<file path="config.mk">
export PLATFORM = sky130hd
export DESIGN_NAME = source_comment_stripper_top
export DESIGN_NICKNAME = d
export VERILOG_FILES = /design/src/sv/scs_pkg.sv /design/src/sv/source_comment_stripper_top.sv /design/src/sv/scs_front.sv /design/src/sv/scs_queue.sv /design/src/sv/scs_back.sv
export SDC_FILE = /design/constraint.sdc
export NUM_CORES = 1
export LEC_CHECK = 0
export ABC_AREA = 1
export BUFFER_PORTS_ARGS = -buffer_cell sky130_fd_sc_hd__buf_2
export CAP_MARGIN = 20
export CORE_UTILIZATION = 30
export DETAILED_ROUTE_END_ITERATION = 10
export HOLD_SLACK_MARGIN = 0.12
export PLACE_DENSITY_LB_ADDON = 0.12
export SYNTH_ARGS = -nofsm -noshare
export SYNTH_HDL_FRONTEND = slang
export SYNTH_SLANG_ARGS = --single-unit
</file>
<file path="constraint.sdc">
create_clock -name clock -period 9.19 [get_ports clock]
set_clock_uncertainty 0.15 [all_clocks]
set_input_delay 1.838 -clock clock [delete_from_list [all_inputs] [get_ports clock]]
set_output_delay 1.838 -clock clock [all_outputs]
set_load 0.02 [all_outputs]
</file>
<file path="src/sv/scs_pkg.sv">
// Package for the source comment stripper: queue entry and status types,
// character and error code constants. No dependencies.

package scs_pkg;

   localparam int QueueDepth = 4;
   localparam int PtrBits    = $clog2(QueueDepth);
   localparam int CountBits  = $clog2(QueueDepth + 1);

   localparam logic [7:0] CharSlash = 8'h2f;
   localparam logic [7:0] CharStar  = 8'h2a;
   localparam logic [7:0] CharNl    = 8'h0a;
   localparam logic [7:0] CharSpace = 8'h20;
   localparam logic [7:0] CharSq    = 8'h27;
   localparam logic [7:0] CharDq    = 8'h22;
   localparam logic [7:0] CharNul   = 8'h00;

   localparam logic [1:0] ErrNone       = 2'd0;
   localparam logic [1:0] ErrOpenBlock  = 2'd1;
   localparam logic [1:0] ErrStrayClose = 2'd2;

   // one accepted byte's worth of results: an optional held symbol, then the final item
   typedef struct packed {
      logic        two;
      logic [7:0]  c0;
      logic [7:0]  c1;
      logic        end_f;
      logic [1:0]  err;
      logic [15:0] line;
   } entry_type;

   typedef struct packed {
      logic full;
      logic empty;
   } queue_status_type;

endpackage

</file>
<file path="src/sv/source_comment_stripper_top.sv">
// Top level of the source comment stripper: front, entry queue and back.
// Depends on scs_pkg, scs_front, scs_queue, scs_back.
//
//   port group | dir | payload
//   req_*      | in  | tdata: char_in; tuser: end_in
//   rsp_*      | out | tdata: char_out, line_out; tuser: end_out, error_code; tlast: last
//
// One byte is accepted per cycle while the four-entry queue has room.
// Each byte gives zero, one or two items; the back emits one item per cycle
// while rsp_tready allows, so a byte giving two items presents them in turn.
// An accepted byte's items pass through the queue and then the output register.
// Reset is synchronous and clears mode, held symbol, queue and output valid flag.
// After an error or end item, bytes are taken and dropped until reset.

module source_comment_stripper_top import scs_pkg::*; #(
   parameter int LINE_BITS = 16
) (
   input  logic        clock,
   input  logic        reset,
   input  logic        req_tvalid,
   output logic        req_tready,
   input  logic [7:0]  req_tdata,   // char_in
   input  logic        req_tuser,   // end_in
   output logic        rsp_tvalid,
   input  logic        rsp_tready,
   output logic [23:0] rsp_tdata,   // char_out [7:0], line_out [23:8]
   output logic [2:0]  rsp_tuser,   // end_out [0], error_code [2:1]
   output logic        rsp_tlast
);

   queue_status_type q_status;
   entry_type        push_entry;
   entry_type        head;
   logic             push, pop;

   scs_front #(
      .LINE_BITS(LINE_BITS)
   ) u_front (
      .clock      (clock),
      .reset      (reset),
      .req_tvalid (req_tvalid),
      .req_tready (req_tready),
      .req_tdata  (req_tdata),
      .req_tuser  (req_tuser),
      .q_status   (q_status),
      .push       (push),
      .entry      (push_entry)
   );

   scs_queue u_queue (
      .clock      (clock),
      .reset      (reset),
      .push       (push),
      .push_entry (push_entry),
      .pop        (pop),
      .head       (head),
      .status     (q_status)
   );

   scs_back u_back (
      .clock      (clock),
      .reset      (reset),
      .head       (head),
      .q_status   (q_status),
      .pop        (pop),
      .rsp_tvalid (rsp_tvalid),
      .rsp_tready (rsp_tready),
      .rsp_tdata  (rsp_tdata),
      .rsp_tuser  (rsp_tuser),
      .rsp_tlast  (rsp_tlast)
   );

   a_no_push_when_full: assert property (@(posedge clock) disable iff (reset)
      push |-> !q_status.full)
      else $error("push into full queue");

   a_quiet_after_final: assert property (@(posedge clock) disable iff (reset)
      push && (push_entry.end_f || push_entry.err != ErrNone) |=> !push)
      else $error("entry pushed after end or error");

   a_final_is_last: assert property (@(posedge clock) disable iff (reset)
      rsp_tvalid && (rsp_tuser != 3'd0) |-> rsp_tlast)
      else $error("end or error item not marked last");

   a_line_nonzero: assert property (@(posedge clock) disable iff (reset)
      rsp_tvalid |-> (rsp_tdata[23:8] != 16'd0))
      else $error("line number zero");

endmodule

</file>
<file path="src/sv/scs_front.sv">
// Front part of the comment stripper: accepts bytes, tracks lexical mode and line count,
// and pushes result entries into the queue. Depends on scs_pkg.

module scs_front import scs_pkg::*; #(
   parameter int LINE_BITS = 16
) (
   input  logic             clock,
   input  logic             reset,
   input  logic             req_tvalid,
   output logic             req_tready,
   input  logic [7:0]       req_tdata,   // char_in
   input  logic             req_tuser,   // end_in
   input  queue_status_type q_status,
   output logic             push,
   output entry_type        entry
);

   localparam logic [2:0] ModeNormal = 3'd0;
   localparam logic [2:0] ModeQuote  = 3'd1;
   localparam logic [2:0] ModeLine   = 3'd2;
   localparam logic [2:0] ModeBlock  = 3'd3;
   localparam logic [2:0] ModeError  = 3'd4;
   localparam logic [2:0] ModeEnded  = 3'd5;

   localparam logic [1:0] HeldNone  = 2'd0;
   localparam logic [1:0] HeldSlash = 2'd1;
   localparam logic [1:0] HeldStar  = 2'd2;

   localparam int ExtBits = (LINE_BITS > 16) ? LINE_BITS : 16;

   logic [2:0]           mode_ff, mode_in;
   logic [7:0]           quote_ff, quote_in;
   logic [1:0]           held_ff, held_in;
   logic                 star_ff, star_in;
   logic [LINE_BITS-1:0] line_ff, line_in;

   logic                 accept;
   logic [7:0]           c;
   logic [7:0]           held_char;
   logic                 emit_held, emit_main, do_fresh;
   logic [7:0]           main_c;
   logic                 end_f;
   logic [1:0]           err;
   logic                 nl_block, nl_out, inc;
   logic [ExtBits-1:0]   line_ext;
   logic [15:0]          line_sat;

   assign req_tready = !q_status.full;
   assign accept     = req_tvalid && req_tready;
   assign c          = req_tdata;
   assign held_char  = (held_ff == HeldSlash) ? CharSlash : CharStar;

   always_comb begin
      mode_in   = mode_ff;
      quote_in  = quote_ff;
      held_in   = held_ff;
      star_in   = star_ff;
      emit_held = 1'b0;
      emit_main = 1'b0;
      do_fresh  = 1'b0;
      main_c    = c;
      end_f     = 1'b0;
      err       = ErrNone;
      nl_block  = 1'b0;
      if (mode_ff == ModeError || mode_ff == ModeEnded) begin
         main_c = CharNul;
      end else if (req_tuser) begin
         main_c    = CharNul;
         emit_main = 1'b1;
         if (mode_ff == ModeBlock) begin
            err     = ErrOpenBlock;
            mode_in = ModeError;
         end else begin
            emit_held = (mode_ff == ModeNormal) && (held_ff != HeldNone);
            held_in   = HeldNone;
            end_f     = 1'b1;
            mode_in   = ModeEnded;
         end
      end else begin
         unique case (mode_ff)
            ModeNormal: begin
               if (held_ff == HeldSlash) begin
                  held_in = HeldNone;
                  if (c == CharSlash) begin
                     mode_in = ModeLine;
                  end else if (c == CharStar) begin
                     mode_in = ModeBlock;
                     star_in = 1'b0;
                  end else begin
                     emit_held = 1'b1;
                     do_fresh  = 1'b1;
                  end
               end else if (held_ff == HeldStar) begin
                  held_in = HeldNone;
                  if (c == CharSlash) begin
                     emit_main = 1'b1;
                     main_c    = CharNul;
                     err       = ErrStrayClose;
                     mode_in   = ModeError;
                  end else begin
                     emit_held = 1'b1;
                     do_fresh  = 1'b1;
                  end
               end else begin
                  do_fresh = 1'b1;
               end
            end
            ModeQuote: begin
               emit_main = 1'b1;
               if (c == quote_ff || c == CharNl) begin
                  mode_in = ModeNormal;
               end
            end
            ModeLine: begin
               if (c == CharNl) begin
                  emit_main = 1'b1;
                  mode_in   = ModeNormal;
               end
            end
            ModeBlock: begin
               nl_block = (c == CharNl);
               if (star_ff && c == CharSlash) begin
                  emit_main = 1'b1;
                  main_c    = CharSpace;
                  mode_in   = ModeNormal;
                  star_in   = 1'b0;
               end else begin
                  star_in = (c == CharStar);
               end
            end
            default: begin
            end
         endcase
         if (do_fresh) begin
            if (c == CharSlash) begin
               held_in = HeldSlash;
            end else if (c == CharStar) begin
               held_in = HeldStar;
            end else begin
               emit_main = 1'b1;
               if (c == CharSq || c == CharDq) begin
                  mode_in  = ModeQuote;
                  quote_in = c;
               end
            end
         end
      end
   end

   assign line_ext = ExtBits'(line_ff);
   assign line_sat = (line_ext > ExtBits'(16'hffff)) ? 16'hffff : line_ext[15:0];

   assign nl_out  = emit_main && !end_f && (err == ErrNone) && (main_c == CharNl);
   assign inc     = nl_out || nl_block;
   assign line_in = (inc && (line_ff != {LINE_BITS{1'b1}})) ? line_ff + 1'b1 : line_ff;

   assign push        = accept && (emit_held || emit_main);
   assign entry.two   = emit_held && emit_main;
   assign entry.c0    = held_char;
   assign entry.c1    = emit_main ? main_c : held_char;
   assign entry.end_f = emit_main && end_f;
   assign entry.err   = emit_main ? err : ErrNone;
   assign entry.line  = line_sat;

   always_ff @(posedge clock) begin
      if (reset) begin
         mode_ff  <= ModeNormal;
         quote_ff <= CharNul;
         held_ff  <= HeldNone;
         star_ff  <= 1'b0;
         line_ff  <= LINE_BITS'(1);
      end else if (accept) begin
         mode_ff  <= mode_in;
         quote_ff <= quote_in;
         held_ff  <= held_in;
         star_ff  <= star_in;
         line_ff  <= line_in;
      end
   end

endmodule

</file>
<file path="src/sv/scs_queue.sv">
// Short entry queue between the front and back parts of the comment stripper.
// Depends on scs_pkg.

module scs_queue import scs_pkg::*; (
   input  logic             clock,
   input  logic             reset,
   input  logic             push,
   input  entry_type        push_entry,
   input  logic             pop,
   output entry_type        head,
   output queue_status_type status
);

   entry_type             slot_ff [QueueDepth];
   logic [PtrBits-1:0]    wr_ptr_ff, rd_ptr_ff;
   logic [CountBits-1:0]  count_ff, count_in;

   assign status.full  = (count_ff == CountBits'(QueueDepth));
   assign status.empty = (count_ff == '0);
   assign head         = slot_ff[rd_ptr_ff];

   always_comb begin
      count_in = count_ff;
      if (push && !pop) begin
         count_in = count_ff + 1'b1;
      end else if (pop && !push) begin
         count_in = count_ff - 1'b1;
      end
   end

   always_ff @(posedge clock) begin
      if (push) begin
         slot_ff[wr_ptr_ff] <= push_entry;
      end
   end

   always_ff @(posedge clock) begin
      if (reset) begin
         wr_ptr_ff <= '0;
         rd_ptr_ff <= '0;
         count_ff  <= '0;
      end else begin
         if (push) begin
            wr_ptr_ff <= wr_ptr_ff + 1'b1;
         end
         if (pop) begin
            rd_ptr_ff <= rd_ptr_ff + 1'b1;
         end
         count_ff <= count_in;
      end
   end

endmodule

</file>
<file path="src/sv/scs_back.sv">
// Back part of the comment stripper: expands queue entries into result items
// and holds them in the output register. Depends on scs_pkg.

module scs_back import scs_pkg::*; (
   input  logic             clock,
   input  logic             reset,
   input  entry_type        head,
   input  queue_status_type q_status,
   output logic             pop,
   output logic             rsp_tvalid,
   input  logic             rsp_tready,
   output logic [23:0]      rsp_tdata,   // char_out [7:0], line_out [23:8]
   output logic [2:0]       rsp_tuser,   // end_out [0], error_code [2:1]
   output logic             rsp_tlast
);

   logic        valid_ff, valid_in;
   logic        phase_ff, phase_in;
   logic [23:0] data_ff;
   logic [2:0]  user_ff;
   logic        last_ff;
   logic        load, first;

   assign load  = !q_status.empty && (!valid_ff || rsp_tready);
   assign first = head.two && !phase_ff;
   assign pop   = load && !first;

   always_comb begin
      valid_in = valid_ff;
      phase_in = phase_ff;
      if (load) begin
         valid_in = 1'b1;
         phase_in = first;
      end else if (rsp_tready) begin
         valid_in = 1'b0;
      end
   end

   always_ff @(posedge clock) begin
      if (reset) begin
         valid_ff <= 1'b0;
         phase_ff <= 1'b0;
      end else begin
         valid_ff <= valid_in;
         phase_ff <= phase_in;
      end
   end

   always_ff @(posedge clock) begin
      if (load) begin
         data_ff <= {head.line, first ? head.c0 : head.c1};
         user_ff <= first ? {ErrNone, 1'b0} : {head.err, head.end_f};
         last_ff <= !first;
      end
   end

   assign rsp_tvalid = valid_ff;
   assign rsp_tdata  = data_ff;
   assign rsp_tuser  = user_ff;
   assign rsp_tlast  = last_ff;

endmodule

</file>
==> results of run 1 <==
-- power groups by stage --
stage | Clock [W] | Combinational [W] | Sequential, W
5_1_grt | 0.000799 | 0.000734 | 0.00113
4_1_cts | 0.000769 | 0.000672 | 0.00112
3_3_place_gp | 0 | 0.000662 | 0.00113
2_1_floorplan | 0 | 0.000340 | 0.00123
3_5_place_dp | 0 | 0.000671 | 0.00114
6_report | 0.000749 | 0.000652 | 0.00112
-- Yosys cell counts (all sizes together) --
| cell | n |
|---|---|
| dfxtp | 41 |
| ha | 6 |
| o22ai | 24 |
| o21ai | 78 |
| clkbuf | 23 |
| clkinv | 1 |
| nand4 | 12 |
| inv | 85 |
| a21oi | 29 |
| buf | 5 |
| nor4 | 2 |
| nand2 | 105 |
| o221ai | 3 |
| fa | 1 |
| o31ai | 2 |
| xor2 | 4 |
| edfxtp | 144 |
| o211ai | 1 |
| nor3 | 9 |
| xnor2 | 1 |
| a221o | 2 |
| o21a | 2 |
| nor2 | 113 |
| a31oi | 2 |
| nand3 | 36 |
-- final cells by class --
type	instances	area [sq um]
timing repair buffer	52	285
clock buffer	17	425
inverter	86	323
multi-input combinational	432	2170
tap	330	413
sequential	185	5140
clock inverter	15	188
fill	2545	16300
-- metal layers --
layer | GRT usage (%) | up-vias
met5 | 0 | -
met4 | 4.29 | 0
met3 | 3.11 | 16
met2 | 24.0 | 87
met1 | 18.9 | 2550
li1 | - | 2605
-- how the worst max path moves through the flow --
stage / to / cells after the start
2_1_floorplan: u_queue.count_ff[1]$_SDFFE_PP0P_ / 8
3_3_place_gp: u_queue.count_ff[1]$_SDFFE_PP0P_ / 18
3_5_place_dp: u_queue.count_ff[2]$_SDFFE_PP0P_ / 18
5_1_grt: u_queue.count_ff[2]$_SDFFE_PP0P_ / 20
4_1_cts: u_queue.count_ff[2]$_SDFFE_PP0P_ / 20
6_report: u_queue.count_ff[2]$_SDFFE_PP0P_ / 18
-- worst max-delay path: stages --
cell and delay (ns):
buf_2 0.12, inv_1 0.12, nand2_1 0.08, nor2_1 0.24
nand2_1 0.17, nand2_1 0.12, o21ai_0 0.08, o21ai_0 0.27
nand2_1 0.11, nand2_1 0.28, inv_1 0.09, ha_1 0.21
inv_1 0.11, fa_1 0.20, a21oi_1 0.07, o21ai_0 0.10
o21ai_0 0.11, a21oi_1 0.19
-- registers in the layout, summed over array words and instances (netlist names), named ones only --
signal,cells
u_front.line_ext,16
u_queue.slot_ff,116
u_front.quote_ff,8
u_front.held_ff,2
u_front.mode_ff,3
u_front.star_ff,1
u_queue.rd_ptr_ff,2
u_back.rsp_tuser,3
u_back.rsp_tlast,1
u_back.rsp_tdata,24
u_queue.wr_ptr_ff,2
u_queue.count_ff,3
u_back.rsp_tvalid,1
u_back.phase_ff,1
-- placed cells by master, fill, tap and decap left out, types with 2 or more instances in the layout --
master	n
a21oi_1	28
a221o_1	2
buf_2	42
buf_4	10
bufinv_16	2
clkbuf_16	17
clkinv_4	2
clkinv_8	2
clkinvlp_4	2
dfxtp_1	41
edfxtp_1	144
ha_1	6
inv_1	82
inv_2	3
inv_6	4
inv_8	2
nand2_1	100
nand2_2	4
nand3_1	34
nand3_2	2
nand4_1	11
nor2_1	104
nor2_2	6
nor2_4	3
nor3_1	7
nor3_2	2
nor4_1	2
o21a_1	2
o21ai_0	77
o221ai_1	3
o22ai_1	24
o31ai_1	2
xor2_1	4
-- stage by stage --
step | power, W | hold slack (ns) | worst slack [ns] | util [%]
after floorplan | 0.00157 | 0.286 | 4.36 | -
after global placement | 0.00180 | 0.302 | 4.56 | 33.0
after detailed placement | 0.00181 | 0.316 | 4.47 | 33.0
after CTS | 0.00256 | 0.332 | 4.92 | 35.4
after global routing | 0.00266 | 0.342 | 4.57 | 35.4
final | 0.00252 | 0.330 | 4.89 | 35.4
-- kinds of logic (layout without fill, tap and decap cells) --
group,count (synthesis),after routing,share of synthesized area [%]
AO/OA/AOI/OAI,143,143,10.3
AND/OR/NAND/NOR,277,277,15.6
adder cells (fa/ha/maj),7,7,1.23
buffers and inverters,114,170,5.80
XOR/XNOR,5,5,0.566
flip-flops,185,185,66.5
==> impl_metrics.tcl, run 1 <==
set metrics [dict create \
    synth_area_leaders "edfxtp_1 56%, dfxtp_1 11%, nor2_1 5.2%, o21ai_0 5.0%, nand2_1 4.8%" \
    gr-usage-all-layers_pct 14.5 \
    cp_max_fo 9 \
    comb_power_share_pct 25.9 \
    dieArea_sq_um 26500 \
    status "completed" \
    final_area_sq_um 8950 \
    wl_met1_um 8720 \
    cap_violations 0 \
    hold_class "register to register" \
    r2r_setup_slack_ns 5.48 \
    dr.max_layer_used "met4" \
    final_cells 1117 \
    synth_cell_types 37 \
    place_inst 1085 \
    syn_to_final_growth_pct 15.6 \
    finalCritPeriodShare_pct 46.8 \
    grt_pass1_wl_um 28300 \
    vias 5258 \
    cts.path.max_buffers 2 \
    fp.dieH_um 163 \
    core_sq_um 25300 \
    rows 58 \
    hold_viol 0 \
    routed_wl_um 18200 \
    period_needed_ns 4.30 \
    critPathKind "input pin to register" \
    r2r_end "u_queue.count_ff[2]$_SDFFE_PP0P_" \
    yosys_warnings 0 \
    internal_power_w 0.00167 \
    slew_violations 0 \
    wl_per_cell_um 16.3 \
    ant_nets 0 \
    cts_setup_buffers 0 \
    grt_overflow 0 \
    syn-cell-area_sq_um 7740 \
    cp-start-kind "input pin" \
    port_buffers 42 \
    dr_wl_met2_um 8740 \
    vdd_drop_max_mv 0.0948 \
    p_sw_share_pct 33.6 \
    diodes 0 \
    tns_ns 0 \
    cp.required_ns 9.39 \
    dpl.hpwl_um 11500 \
    worstHoldPathCells 2 \
    cts_tree "built" \
    yosysSeqAreaShare_pct 66.5 \
    synthesis.instances 731 \
    htreeDepth 4 \
    tightest_slew_ns 1.03 \
    drtIter0Drc 305 \
    p_leak_nw 3.37 \
    seqPwrFrac_pct 44.3 \
    netlist.area_leader.share_pct 55.9 \
    dr.pass1.iters 5 \
    cp-startpoint "req_tdata[2]" \
    antenna_found_initial 0 \
    routabilityCongestion 0.823 \
    ctsHoldBuffers 0 \
    clkLatencyLatePin_ns 0.43 \
    end_kind "register" \
    drive_gt1_share_pct 13.9 \
    relSlewSlack_pct 31.3 \
    drcViolationCount 0 \
    synth.avg_cell_area_sq_um 10.6 \
    cts_resized 0 \
    clkTransAtPathRegs_ns 0.07 \
    yosys.area.top_type "edfxtp_1" \
    p_sw_w 0.000845 \
    rsz0062_at_grt "false" \
    layout.nets 794 \
    ys_ff_latch 185 \
    dieWidth_um 163 \
    fmax_ghz 0.233 \
    cts.sinks 185 \
    placed_cell_area_sq_um 8340 \
    initial_core_util_pct 30.7 \
    hp-start "u_queue.rd_ptr_ff[1]$_SDFFE_PP0P_" \
    root_buffer "clkbuf_16" \
    synthesis.nets 751 \
    min_to "u_queue.rd_ptr_ff[1]$_SDFFE_PP0P_" \
    pin_count 43 \
    first_global_vias 5041 \
    clkPwrFrac_pct 29.7 \
    powerDensity_nw_per_um2 281 \
    setup_viol 0 \
    cts_made_buffers 17 \
    arrival_ns 4.50 \
    grt_max_degree 60 \
    viasPerCell 4.71 \
    met3WireLength_um 506 \
    r2r_cells 15 \
]
No activity file was read; power rests on OpenSTA's default activity.
==> run 2, diff against run 1 <==
- clock period: 9.19 -> 4.2 ns (I/O delays scaled with it)
==> impl_metrics.tcl, run 2 (synthesized netlist as in run 1, its figures left out) <==
set metrics [dict create \
    hold_viol 0 \
    drtIter0Drc 304 \
    wl_per_cell_um 16.1 \
    largest_register_ffs 116 \
    dieArea_sq_um 26500 \
    end_kind "register" \
    mostFrequentLayoutCells "144 x edfxtp_1, 104 x nor2_1, 100 x nand2_1" \
    crit_buf_inv 5 \
    root_buffer "clkbuf_16" \
    fmax_ghz 0.306 \
    status "completed" \
    routed_wl_um 18000 \
    cts_setup_buffers 0 \
    arrival_ns 3.43 \
    clkTransAtPathRegs_ns 0.07 \
    critPathSlowestCell "fa_1" \
    setup_viol 0 \
    clkLatencyLatePin_ns 0.43 \
    cp_common_cell "nand2_1" \
    cp_max_fo 9 \
    hold_class "register to register" \
    slowest_delay_ns 0.40 \
    tightest_slew_ns 1.07 \
    cts.path.max_buffers 2 \
    routabilityCongestion 0.838 \
    powerDensity_nw_per_um2 611 \
    diodes 0 \
    cts.sinks 185 \
    ant_nets 0 \
    fp.dieH_um 163 \
    grt_overflow 0 \
    worstPathCellList "buf_2, inv_1, nand2_1, nor2_1, nand2_1, nand3_1, nand2_1, inv_2, nand2_1, o21ai_2, nand2_1, nand2_1, inv_1, ha_1, inv_1, fa_1, o21ai_0, a21oi_1" \
    critPathKind "input pin to register" \
    regMostFlops "u_queue.slot_ff" \
    tns_ns 0 \
    rows 58 \
    cap_violations 0 \
    power_w 0.00546 \
    cts_tree "built" \
    cp-start-kind "input pin" \
    grt_max_degree 58 \
    period_needed_ns 3.27 \
    viasPerCell 4.70 \
    slew_violations 0 \
    antenna_found_initial 0 \
    initial_core_util_pct 30.7 \
    grt_pass1_wl_um 28300 \
    relSlewSlack_pct 28.7 \
    cp.required_ns 4.37 \
    core_sq_um 25300 \
    first_global_vias 5183 \
    layout.nets 795 \
    final_common_cell "edfxtp_1" \
    finalCritPeriodShare_pct 77.8 \
    r2r_setup_slack_ns 0.95 \
    drive_gt1_share_pct 14.0 \
    rsz0062_at_grt "false" \
    drcViolationCount 0 \
    vdd_drop_max_mv 0.245 \
    pin_count 43 \
    path_delay_family "simple AND/OR/NAND/NOR gates" \
    dpl.hpwl_um 11500 \
    vias 5260 \
    htreeDepth 4 \
    port_buffers 42 \
    p_leak_nw 3.37 \
    ctsHoldBuffers 0 \
    cts_resized 0 \
    cts_made_buffers 17 \
    dieWidth_um 163 \
    syn_to_final_growth_pct 15.5 \
    gr-usage-all-layers_pct 14.3 \
    dr.pass1.iters 4 \
]
-- run 2: changes by cell type in the layout (fill, tap and decap cells not counted), sizes merged --
cell,change
inv,+4
bufinv,-2
buf,+1
clkinvlp,-2
-- run 2: path summary, 6_finish.rpt --
path / from / end / cells past startpoint
max: req_tdata[2] / u_queue.count_ff[1]$_SDFFE_PP0P_ / 18
min: u_front.quote_ff[0]$_SDFFE_PP0P_ / u_front.quote_ff[0]$_SDFFE_PP0P_ / 2
max reg2reg: register / u_queue.count_ff[2]$_SDFFE_PP0P_ / 14
min reg2reg: u_front.quote_ff[0]$_SDFFE_PP0P_ / u_front.quote_ff[0]$_SDFFE_PP0P_ / 2
-- run 2: area by class of cell --
class / count / area, sq um
clock buffers: 17 / 425
clock inverters: 15 / 166
fillers: 2505 / 16300
inverters: 86 / 323
multi-input cells: 432 / 2170
flip-flops and latches: 185 / 5140
well taps: 330 / 413
repair buffers: 53 / 293
-- run 2: tightest hold or removal path: cells and delay by family (launching register included) --
kind	cells	cell delay, ns
compound gates	1	0.05
buf+inv	1	0.05
flops	1	0.33
-- run 2: through the flow --
step	worst slack, ns	std cells	hold WS [ns]	area [sq um]	util [%]
final	0.933	1118	0.327	8940	35.4
after floorplan	0.370	731	0.286	7740	-
after CTS	0.903	1118	0.330	8940	35.4
after global placement	0.584	1086	0.302	8350	33.0
after detailed placement	0.512	1086	0.318	8350	33.0
after global routing	0.576	1118	0.352	8940	35.4
-- run 2: report_power, final --
group,internal (W),total (W),switching [W]
Combinational,0.000390,0.00142,0.00102
Sequential,0.00237,0.00246,0.0000897
Clock,0.000806,0.00158,0.000775
Total,0.00357,0.00546,0.00189
-- run 2: per-layer routing --
layer	vias up	GRT usage (%)	routed length, um
li1	2598	-	-
met1	2557	18.3	8530
met2	88	24.1	8590
met3	17	3.23	667
met4	0	4.38	216
met5	-	0	0
